**src/design/rrtd_pkg.sv**
```systemverilog
// ----------------------------------------------------------------------------
// rrtd_pkg
// Shared types and codes for the round robin task dispatcher.
// ----------------------------------------------------------------------------
`timescale 1ns / 1ps
`default_nettype none

package rrtd_pkg;

  // request kinds
  localparam logic [2:0] KIND_RESUME   = 3'd0;
  localparam logic [2:0] KIND_SUSPEND  = 3'd1;
  localparam logic [2:0] KIND_LEAVE    = 3'd2;
  localparam logic [2:0] KIND_SLEEP    = 3'd3;
  localparam logic [2:0] KIND_SCHEDULE = 3'd4;
  localparam logic [2:0] KIND_TICK     = 3'd5;
  localparam logic [2:0] KIND_QUERY    = 3'd6;

  // task states
  localparam logic [1:0] TS_SUSPENDED = 2'd0;
  localparam logic [1:0] TS_RESUMED   = 2'd1;
  localparam logic [1:0] TS_RUNNING   = 2'd2;
  localparam logic [1:0] TS_SLEEPING  = 2'd3;

  localparam int unsigned CFG_W = 7;

  typedef struct packed {
    logic [2:0]  kind;
    logic [5:0]  handle;
    logic        self_target;
    logic [7:0]  argument;
    logic [14:0] sleep_ticks;
  } rrtd_req_t;

  typedef struct packed {
    logic       dispatched;
    logic [5:0] dispatched_task;
    logic [7:0] dispatched_arg;
    logic [1:0] queried_state;
    logic [7:0] queried_arg;
    logic       status;
  } rrtd_rsp_t;

  // controller -> datapath
  typedef struct packed {
    logic take;        // latch accepted request
    logic exec;        // single-cycle table update
    logic q_read;      // read entry at handle
    logic q_res;       // form query result
    logic sched_none;  // schedule with no tasks installed
    logic scan_start;  // set up scan pointers
    logic scan_step;   // issue one read, evaluate one entry
    logic out_load;    // move result into output register
  } rrtd_cmd_t;

  // datapath -> controller
  typedef struct packed {
    logic [2:0] kind;
    logic       cnt_zero;
    logic       scan_hit;
    logic       scan_end;
    logic       out_free;
  } rrtd_sts_t;

endpackage

`default_nettype wire

```
**src/design/rrtd_ctrl.sv**
```systemverilog
// ----------------------------------------------------------------------------
// rrtd_ctrl
// Sequencer: accepts a request, steps the datapath, hands off the result.
// ----------------------------------------------------------------------------
`timescale 1ns / 1ps
`default_nettype none

module rrtd_ctrl (
  input  wire                 clk,
  input  wire                 rst_n,
  input  wire                 in_valid,
  output logic                in_stall,
  input  rrtd_pkg::rrtd_sts_t sts,
  output rrtd_pkg::rrtd_cmd_t cmd
);

  typedef enum logic [2:0] {
    S_IDLE,
    S_EXEC,
    S_QRES,
    S_SCAN,
    S_DONE
  } state_t;

  state_t state_r, state_nxt;

  always_comb begin
    state_nxt = state_r;
    cmd       = '0;
    unique case (state_r)
      S_IDLE: begin
        if (in_valid) begin
          cmd.take  = 1'b1;
          state_nxt = S_EXEC;
        end
      end
      S_EXEC: begin
        unique case (sts.kind)
          rrtd_pkg::KIND_QUERY: begin
            cmd.q_read = 1'b1;
            state_nxt  = S_QRES;
          end
          rrtd_pkg::KIND_SCHEDULE: begin
            if (sts.cnt_zero) begin
              cmd.sched_none = 1'b1;
              state_nxt      = S_DONE;
            end else begin
              cmd.scan_start = 1'b1;
              state_nxt      = S_SCAN;
            end
          end
          default: begin
            cmd.exec  = 1'b1;
            state_nxt = S_DONE;
          end
        endcase
      end
      S_QRES: begin
        cmd.q_res = 1'b1;
        state_nxt = S_DONE;
      end
      S_SCAN: begin
        cmd.scan_step = 1'b1;
        if (sts.scan_hit || sts.scan_end) begin
          state_nxt = S_DONE;
        end
      end
      S_DONE: begin
        if (sts.out_free) begin
          cmd.out_load = 1'b1;
          state_nxt    = S_IDLE;
        end
      end
      default: state_nxt = S_IDLE;
    endcase
  end

  assign in_stall = (state_r != S_IDLE);

  always_ff @(posedge clk) begin
    if (!rst_n) begin
      state_r <= S_IDLE;
    end else begin
      state_r <= state_nxt;
    end
  end

endmodule

`default_nettype wire

```
**src/design/rrtd_dpath.sv**
```systemverilog
// ----------------------------------------------------------------------------
// rrtd_dpath
// Task tables, scan pointers, timer and result/output registers.
// ----------------------------------------------------------------------------
`timescale 1ns / 1ps
`default_nettype none

module rrtd_dpath #(
  parameter int unsigned MAX_TASKS = 64,
  parameter int unsigned TIME_BITS = 16
) (
  input  wire                         clk,
  input  wire                         rst_n,
  input  rrtd_pkg::rrtd_req_t         in_data,
  input  wire                         cfg_we,
  input  wire [rrtd_pkg::CFG_W-1:0]   cfg_data,
  input  rrtd_pkg::rrtd_cmd_t         cmd,
  output rrtd_pkg::rrtd_sts_t         sts,
  input  wire                         out_stall,
  output logic                        out_valid,
  output rrtd_pkg::rrtd_rsp_t         out_data
);

  localparam int unsigned IDX_W = (MAX_TASKS > 1) ? $clog2(MAX_TASKS) : 1;
  localparam int unsigned CNT_W = $clog2(MAX_TASKS + 1);
  localparam int unsigned CW    = (CNT_W > rrtd_pkg::CFG_W) ? CNT_W : rrtd_pkg::CFG_W;
  localparam int unsigned HX_W  = (IDX_W > 6) ? IDX_W : 6;
  localparam int unsigned TS_W  = (TIME_BITS > 15) ? TIME_BITS + 1 : 16;

  // storage
  logic [1:0]           st_mem_r  [MAX_TASKS];
  logic [7:0]           arg_mem_r [MAX_TASKS];
  logic [TIME_BITS-1:0] dl_mem_r  [MAX_TASKS];
  logic [MAX_TASKS-1:0] vld_r;

  logic [rrtd_pkg::CFG_W-1:0] task_count_r;
  logic [TIME_BITS-1:0]       time_r;
  logic [IDX_W-1:0]           cur_r;
  logic                       has_cur_r;
  rrtd_pkg::rrtd_req_t        req_r;
  rrtd_pkg::rrtd_rsp_t        res_r;
  rrtd_pkg::rrtd_rsp_t        res_nxt;
  rrtd_pkg::rrtd_rsp_t        out_r;
  logic                       out_vld_r;

  // read port registers
  logic [1:0]           st_rd_r;
  logic [7:0]           arg_rd_r;
  logic [TIME_BITS-1:0] dl_rd_r;
  logic                 vld_rd_r;

  // scan
  logic [IDX_W-1:0] iss_idx_r;
  logic [CNT_W-1:0] iss_left_r;
  logic [IDX_W-1:0] rd_idx_r;
  logic             pv_r;
  logic             last_r;

  // combinational
  logic [CW-1:0]        tc_x, cnt_c;
  logic [CNT_W-1:0]     cnt;
  logic [HX_W-1:0]      hx;
  logic [IDX_W-1:0]     haddr;
  logic                 handle_ok, cur_ok, use_cur, tgt_ok;
  logic [IDX_W-1:0]     tgt_idx, ra, wa;
  logic                 st_we, arg_we, dl_we, time_inc, exec_bad;
  logic [1:0]           st_wd;
  logic [TS_W-1:0]      dl_sum;
  logic [TIME_BITS-1:0] deadline, diff;
  logic [1:0]           st_eff;
  logic                 eligible;
  logic [HX_W-1:0]      rd_idx_x;

  function automatic logic [IDX_W-1:0] next_idx(input logic [IDX_W-1:0] idx,
                                                input logic [CNT_W-1:0] n);
    logic [CNT_W-1:0] p;
    p = CNT_W'(idx) + CNT_W'(1);
    next_idx = (p >= n) ? '0 : p[IDX_W-1:0];
  endfunction

  assign tc_x      = CW'(task_count_r);
  assign cnt_c     = (tc_x > CW'(MAX_TASKS)) ? CW'(MAX_TASKS) : tc_x;
  assign cnt       = cnt_c[CNT_W-1:0];
  assign hx        = HX_W'(req_r.handle);
  assign haddr     = hx[IDX_W-1:0];
  assign handle_ok = CW'(req_r.handle) < cnt_c;
  assign cur_ok    = has_cur_r && (CW'(cur_r) < cnt_c);

  assign use_cur = (req_r.kind == rrtd_pkg::KIND_LEAVE) ||
                   (((req_r.kind == rrtd_pkg::KIND_SUSPEND) ||
                     (req_r.kind == rrtd_pkg::KIND_SLEEP)) && req_r.self_target);
  assign tgt_ok  = use_cur ? cur_ok : handle_ok;
  assign tgt_idx = use_cur ? cur_r : haddr;

  assign dl_sum   = TS_W'(time_r) + TS_W'(req_r.sleep_ticks);
  assign deadline = dl_sum[TIME_BITS-1:0];

  // wrap-safe expiry: due when time - deadline lands in the lower half
  assign st_eff   = vld_rd_r ? st_rd_r : rrtd_pkg::TS_SUSPENDED;
  assign diff     = time_r - dl_rd_r;
  assign eligible = (st_eff == rrtd_pkg::TS_RESUMED) ||
                    ((st_eff == rrtd_pkg::TS_SLEEPING) && !diff[TIME_BITS-1]);
  assign rd_idx_x = HX_W'(rd_idx_r);

  assign ra = cmd.scan_step ? iss_idx_r : haddr;
  assign wa = cmd.scan_step ? rd_idx_r : tgt_idx;

  always_comb begin
    st_we    = 1'b0;
    arg_we   = 1'b0;
    dl_we    = 1'b0;
    time_inc = 1'b0;
    st_wd    = rrtd_pkg::TS_RUNNING;
    if (cmd.exec) begin
      case (req_r.kind)
        rrtd_pkg::KIND_RESUME: begin
          st_we  = tgt_ok;
          arg_we = tgt_ok;
          st_wd  = rrtd_pkg::TS_RESUMED;
        end
        rrtd_pkg::KIND_LEAVE: begin
          st_we  = tgt_ok;
          arg_we = tgt_ok;
          st_wd  = rrtd_pkg::TS_RESUMED;
        end
        rrtd_pkg::KIND_SUSPEND: begin
          st_we = tgt_ok;
          st_wd = rrtd_pkg::TS_SUSPENDED;
        end
        rrtd_pkg::KIND_SLEEP: begin
          st_we = tgt_ok;
          dl_we = tgt_ok;
          st_wd = rrtd_pkg::TS_SLEEPING;
        end
        rrtd_pkg::KIND_TICK: time_inc = 1'b1;
        default: ;
      endcase
    end else if (cmd.scan_step && pv_r && eligible) begin
      st_we = 1'b1;
      st_wd = rrtd_pkg::TS_RUNNING;
    end
  end

  always_comb begin
    case (req_r.kind) inside
      rrtd_pkg::KIND_RESUME, rrtd_pkg::KIND_SUSPEND,
      rrtd_pkg::KIND_LEAVE, rrtd_pkg::KIND_SLEEP: exec_bad = !tgt_ok;
      rrtd_pkg::KIND_TICK:                        exec_bad = 1'b0;
      default:                                    exec_bad = 1'b1;
    endcase
  end

  // next result
  always_comb begin
    res_nxt = res_r;
    if (cmd.exec) begin
      res_nxt        = '0;
      res_nxt.status = exec_bad;
    end else if (cmd.q_res) begin
      res_nxt = '0;
      if (handle_ok) begin
        res_nxt.queried_state = st_eff;
        res_nxt.queried_arg   = arg_rd_r;
      end else begin
        res_nxt.status = 1'b1;
      end
    end else if (cmd.sched_none) begin
      res_nxt = '0;
    end else if (cmd.scan_step && pv_r && (eligible || last_r)) begin
      res_nxt = '0;
      if (eligible) begin
        res_nxt.dispatched      = 1'b1;
        res_nxt.dispatched_task = rd_idx_x[5:0];
        res_nxt.dispatched_arg  = arg_rd_r;
      end
    end
  end

  // memories
  always_ff @(posedge clk) begin
    if (st_we) begin
      st_mem_r[wa] <= st_wd;
    end
    if (arg_we) begin
      arg_mem_r[wa] <= req_r.argument;
    end
    if (dl_we) begin
      dl_mem_r[wa] <= deadline;
    end
    st_rd_r  <= st_mem_r[ra];
    arg_rd_r <= arg_mem_r[ra];
    dl_rd_r  <= dl_mem_r[ra];
    vld_rd_r <= vld_r[ra];
  end

  // control state
  always_ff @(posedge clk) begin
    if (!rst_n) begin
      task_count_r <= '0;
      time_r       <= '0;
      cur_r        <= IDX_W'(MAX_TASKS - 1);
      has_cur_r    <= 1'b0;
      vld_r        <= '0;
      pv_r         <= 1'b0;
      iss_left_r   <= '0;
      out_vld_r    <= 1'b0;
    end else begin
      if (cfg_we) begin
        task_count_r <= cfg_data;
        cur_r        <= IDX_W'(MAX_TASKS - 1);
        has_cur_r    <= 1'b0;
        vld_r        <= '0;
      end else begin
        if (st_we) begin
          vld_r[wa] <= 1'b1;
        end
        if (cmd.scan_step && pv_r) begin
          cur_r <= rd_idx_r;
          if (eligible) begin
            has_cur_r <= 1'b1;
          end
        end
      end
      if (time_inc) begin
        time_r <= time_r + TIME_BITS'(1);
      end
      if (cmd.scan_start) begin
        pv_r       <= 1'b0;
        iss_left_r <= cnt;
      end else if (cmd.scan_step) begin
        pv_r <= (iss_left_r != '0);
        if (iss_left_r != '0) begin
          iss_left_r <= iss_left_r - CNT_W'(1);
        end
      end
      if (cmd.out_load) begin
        out_vld_r <= 1'b1;
      end else if (!out_stall) begin
        out_vld_r <= 1'b0;
      end
    end
  end

  // payload
  always_ff @(posedge clk) begin
    if (cmd.take) begin
      req_r <= in_data;
    end
    if (cmd.scan_start) begin
      iss_idx_r <= next_idx(cur_r, cnt);
    end else if (cmd.scan_step && (iss_left_r != '0)) begin
      iss_idx_r <= next_idx(iss_idx_r, cnt);
      rd_idx_r  <= iss_idx_r;
      last_r    <= (iss_left_r == CNT_W'(1));
    end
    res_r <= res_nxt;
    if (cmd.out_load) begin
      out_r <= res_r;
    end
  end

  assign sts.kind     = req_r.kind;
  assign sts.cnt_zero = (cnt == '0);
  assign sts.scan_hit = pv_r && eligible;
  assign sts.scan_end = pv_r && last_r && !eligible;
  assign sts.out_free = !out_vld_r || !out_stall;

  assign out_valid = out_vld_r;
  assign out_data  = out_r;

endmodule

`default_nettype wire

```
**src/design/round_robin_task_dispatcher_core.sv**
```systemverilog
// ----------------------------------------------------------------------------
// round_robin_task_dispatcher_core
// Flow: a request is accepted in IDLE, runs EXEC, then QRES for a query or
//   SCAN for a schedule (one entry read per cycle), then DONE loads out_r.
// A new request is taken only back in IDLE, after DONE; the single table
//   read port paces the scan.
// Reset: synchronous rst_n; all tasks suspended, count 0, timer 0.
// ----------------------------------------------------------------------------
`timescale 1ns / 1ps
`default_nettype none

// Structure
//   rrtd_ctrl  - FSM: IDLE -> EXEC -> (QRES | SCAN | none) -> DONE -> IDLE.
//   rrtd_dpath - state/arg/deadline tables, timer, scan pointers, result reg.
//
// Table state is kept in a RAM plus one valid bit per entry; a clear valid
// bit reads as suspended, so reset and a task_count write clear the whole
// table by clearing the valid bits. Args and deadlines are never cleared.
//
// Schedule walks entries round robin from the task after the last one
// visited. Reads are pipelined: a new entry is read every cycle while the
// previous read is checked. First eligible entry (resumed, or sleeping and
// due) becomes running and ends the walk; an empty walk still leaves the
// pointer on the last entry looked at.
//
// The output register lets a new request come in while a result is still
// waiting on out_stall.

module round_robin_task_dispatcher_core #(
  parameter int unsigned MAX_TASKS = 64,
  parameter int unsigned TIME_BITS = 16
) (
  input  wire                       clk,
  input  wire                       rst_n,
  // request channel
  input  wire                       in_valid,
  output logic                      in_stall,
  input  rrtd_pkg::rrtd_req_t       in_data,
  // result channel
  output logic                      out_valid,
  input  wire                       out_stall,
  output rrtd_pkg::rrtd_rsp_t       out_data,
  // task_count register
  input  wire                       cfg_we,
  input  wire [rrtd_pkg::CFG_W-1:0] cfg_data
);

  rrtd_pkg::rrtd_cmd_t cmd;
  rrtd_pkg::rrtd_sts_t sts;

  rrtd_ctrl u_ctrl (
    .clk      (clk),
    .rst_n    (rst_n),
    .in_valid (in_valid),
    .in_stall (in_stall),
    .sts      (sts),
    .cmd      (cmd)
  );

  rrtd_dpath #(
    .MAX_TASKS (MAX_TASKS),
    .TIME_BITS (TIME_BITS)
  ) u_dpath (
    .clk       (clk),
    .rst_n     (rst_n),
    .in_data   (in_data),
    .cfg_we    (cfg_we),
    .cfg_data  (cfg_data),
    .cmd       (cmd),
    .sts       (sts),
    .out_stall (out_stall),
    .out_valid (out_valid),
    .out_data  (out_data)
  );

endmodule

`default_nettype wire

```
**config.mk**
```make
export PLATFORM = sky130hd
export DESIGN_NAME = round_robin_task_dispatcher_core
export DESIGN_NICKNAME = d
export VERILOG_FILES = /design/src/design/rrtd_pkg.sv /design/src/design/rrtd_ctrl.sv /design/src/design/rrtd_dpath.sv /design/src/design/round_robin_task_dispatcher_core.sv
export SDC_FILE = /design/constraint.sdc
export NUM_CORES = 2
export LEC_CHECK = 0
export BUFFER_PORTS_ARGS = -buffer_cell sky130_fd_sc_hd__buf_2
export CORE_MARGIN = 2
export CORE_UTILIZATION = 38
export CTS_BUF_LIST = sky130_fd_sc_hd__clkbuf_4 sky130_fd_sc_hd__clkbuf_8
export CTS_CLUSTER_DIAMETER = 120
export DETAILED_ROUTE_END_ITERATION = 8
export PLACE_DENSITY = 0.56
export SETUP_SLACK_MARGIN = 0.2
export SLEW_MARGIN = 20
export SYNTH_ARGS = -nofsm -noshare
export SYNTH_HDL_FRONTEND = slang
export SYNTH_SLANG_ARGS = --single-unit
```
**constraint.sdc**
```tcl
create_clock -name clk -period 7.8 [get_ports clk]
set_input_delay 0.78 -clock clk [delete_from_list [all_inputs] [get_ports clk]]
set_output_delay 0.78 -clock clk [all_outputs]
set_load 0.02 [all_outputs]
```
==> results.json <==
{
  "via_count": 43300,
  "reg2reg_depth": 7,
  "ys_top_cells_by_area": "edfxtp_1 (69%), mux4_2 (5.3%), mux2i_1 (4.5%)",
  "cts_tree": "built",
  "p_comb_share_pct": 21.0,
  "drtIter0Drc": 4565,
  "drc": 0,
  "wire_per_inst_um": 25.2,
  "coreArea_um2": 198000,
  "relSlewSlack_pct": 24.5,
  "hold-path-endpoint": "u_dpath.out_valid",
  "grt_pass1_wl_um": 292000,
  "r2r-end": "u_dpath.dl_mem_r[19][5]",
  "seq_area_frac_synth_pct": 73.1,
  "routed_wl_um": 199000,
  "pin_count": 73,
  "netlist_area_um2": 75600,
  "synth.most_common_cell": "edfxtp_1",
  "p_leak_uw": 0.0286,
  "peakVddDrop_v": 0.000233,
  "syn_inst": 4745,
  "ys_types": 73,
  "slew_violations": 0,
  "grt_pass1_vias": 42800,
  "antenna_found_initial": 9,
  "die_h_um": 450,
  "worst_pin_slew_ps": 1130,
  "fin_nets": 5135,
  "antenna_left": 1,
  "portBuffers": 72,
  "worst-path-max-fanout": 16,
  "drt_first_pass_iters": 6,
  "h-tree-depth": 5,
  "synth_common_cells": "edfxtp_1 (1,737), nand2_1 (665), mux2i_1 (342)",
  "end_kind": "flip-flop",
  "drv_cap": 0,
  "clk_latency_ps": 1060,
  "outcome": "complete, but fails checks",
  "gr-total-overflow": 0,
  "postCtsSetupBuffers": 0,
  "track_usage_pct": 19.3,
  "yosysWarnings": 0,
  "dp_cells": 7299,
  "grt_max_degree": 150,
  "cp_slowest_stage_delay_ps": 940,
  "r2r-start": "u_dpath.sts[4]",
  "seqPwrFrac_pct": 45.8,
  "cp.required_ps": 8430,
  "drive_gt1_share_pct": 18.0,
  "violations": "antenna violations",
  "finalClockSkew_ps": 53.6,
  "root_buffer": "clkbuf_8",
  "fin_crit_ps": 4570,
  "avgSynthCellArea_um2": 15.9,
  "synth_top_cell_by_area": "edfxtp_1",
  "row_count": 163,
  "area_growth_pct": 13.7,
  "r2r_slack_ps": 3230,
  "cts_hold_buf": 40,
  "hp-class": "in -> reg",
  "synthFlopType": "edfxtp_1",
  "gp_congestion": 0.881,
  "ctsResizeCount": 0,
  "synth_edf_count": 1737,
  "p_int_uw": 18400,
  "powerDensity_nw_per_um2": 306,
  "worstPathArrival_ps": 5200,
  "p_sw_share_pct": 30.2,
  "max_freq_mhz": 219,
  "dp_hpwl_um": 120000,
  "fin_setup_tns_ps": 0,
  "synthArstFlopShare_pct": 0,
  "crit_type": "reg -> reg",
  "setup_viol": 0,
  "clock_path_buffers": 4,
  "cts.sinks": 1895,
  "initial_core_util_pct": 38.3,
  "p_clk_share_pct": 33.2,
  "hold_viol": 0,
  "cts_buffers": 329,
  "crit_path_start_kind": "flip-flop",
  "viasPerCell": 5.47,
  "synth_fp_nets": 4850,
  "hold_path.startpoint": "out_stall",
  "clk_pin_slew_worst_paths_ps": 60,
  "rsz0062_at_grt": "no",
  "cp_cell_sequence": "mux2i_2, o21ai_0, a31oi_1, nand2b_1, nor2b_1, nand2_1, nor2_2",
  "whs_path_depth": 3,
  "synth_top_cell_area_share_pct": 69.0,
  "p_switching_uw": 7960,
  "post-route-period-util_pct": 58.6,
  "fin_cells": 7919,
  "dieArea_um2": 203000,
  "die_x_um": 450,
  "slowest_stage": "nor2_2",
  "synth_seq_cells": 1895
}
==> worst max-delay path by stage <==
stage / slack [ps] / from / end
3_5_place_dp: 3300 / u_ctrl.state_r[2] / u_dpath.arg_rd_r[4]
5_1_grt: 3030 / u_dpath.sts[4] / u_dpath.dl_mem_r[19][11]
6_report: 3230 / u_dpath.sts[4] / u_dpath.dl_mem_r[19][5]
4_1_cts: 3280 / u_dpath.sts[4] / u_dpath.dl_mem_r[14][5]
3_3_place_gp: 3330 / u_ctrl.state_r[2] / u_dpath.arg_rd_r[4]
2_1_floorplan: 3660 / u_ctrl.state_r[2] / u_dpath.st_mem_r[0][0]
==> cell type report <==
| class | instances | area [um^2] |
|---|---|---|
| antenna | 10 | 25.0 |
| sequential | 1895 | 55300 |
| multi-input combinational | 2537 | 19200 |
| fill | 17600 | 112000 |
| clock inverter | 112 | 608 |
| timing repair buffer | 232 | 1770 |
| inverter | 35 | 131 |
| clock buffer | 458 | 5630 |
| tap | 2640 | 3300 |
==> critical path, delay by kind of cell, from the launching register on <==
| family | cells | cell delay, ps |
|---|---|---|
| compound gates | 2 | 800 |
| flops | 1 | 560 |
| mux | 1 | 470 |
| simple gates | 4 | 2330 |
==> power by group through the flow <==
stage	Combinational [uW]	Sequential, uW	Clock (uW)
after floorplan	3430	12300	0
after global placement	5480	12300	0
final	5540	12100	8730
after CTS	5550	12000	8900
after detailed placement	5520	12300	0
after global routing	5920	12100	9350
==> flip-flops by register name (all words and copies together), names as in the netlist, 8 cells and up <==
register           cells
u_dpath.arg_rd_r       8
u_dpath.dl_mem_r    1024
u_dpath.dl_rd_r       16
u_dpath.arg_mem_r    512
u_dpath.vld_r         64
u_dpath.st_mem_r     128
u_dpath.out_data      26
u_dpath.res_r         26
u_dpath.req_r         24
u_dpath.time_r        16
==> cell families after synthesis <==
group	after synthesis	share of synthesized area [%]
buffers and inverters	313	1.91
DFF	1895	73.1
and+or+nand+nor	1277	7.49
AOI/OAI and AO/OA	640	6.13
adders and majority gates	60	1.00
xor gates and xnor gates	32	0.370
muxes	528	9.97
==> placed cells by master, fill, tap and decap left out, drive strengths merged, types with 46 or more instances in the layout <==
cell and n:
edfxtp 1737, nand2 665, clkbuf 458, mux2i 344, nor2 252, buf 192
mux4 179, dfxtp 158, nand3 116, clkinv 104, o21ai 80, a221oi 79
a22oi 76, o31ai 66, a31oi 64, and3 61, ha 59, a211oi 58
a22o 53, a21oi 53, nor2b 46
==> routing by layer <==
| metal | wire [um] | share of wire [%] | GRT usage (%) |
|---|---|---|---|
| met4 | 3510 | 1.8 | 4.67 |
| met1 | 89200 | 45 | 27.4 |
| met5 | 20 | 0.010 | 0 |
| met3 | 12600 | 6.3 | 3.61 |
| met2 | 94000 | 47 | 30.6 |
==> through the flow <==
stage	power (uW)	setup slack [ps]	util [%]	instance area, um^2	hold slack, ps
after CTS	26500	3280	43.5	86000	1.36
final	26300	3230	43.5	86000	90.1
after global routing	27300	3030	43.5	86000	49.1
after floorplan	15700	3660	-	75600	400
after detailed placement	17800	3300	40.1	79300	424
after global placement	17700	3330	40.1	79300	417
Power figures use the tool's default switching activity.
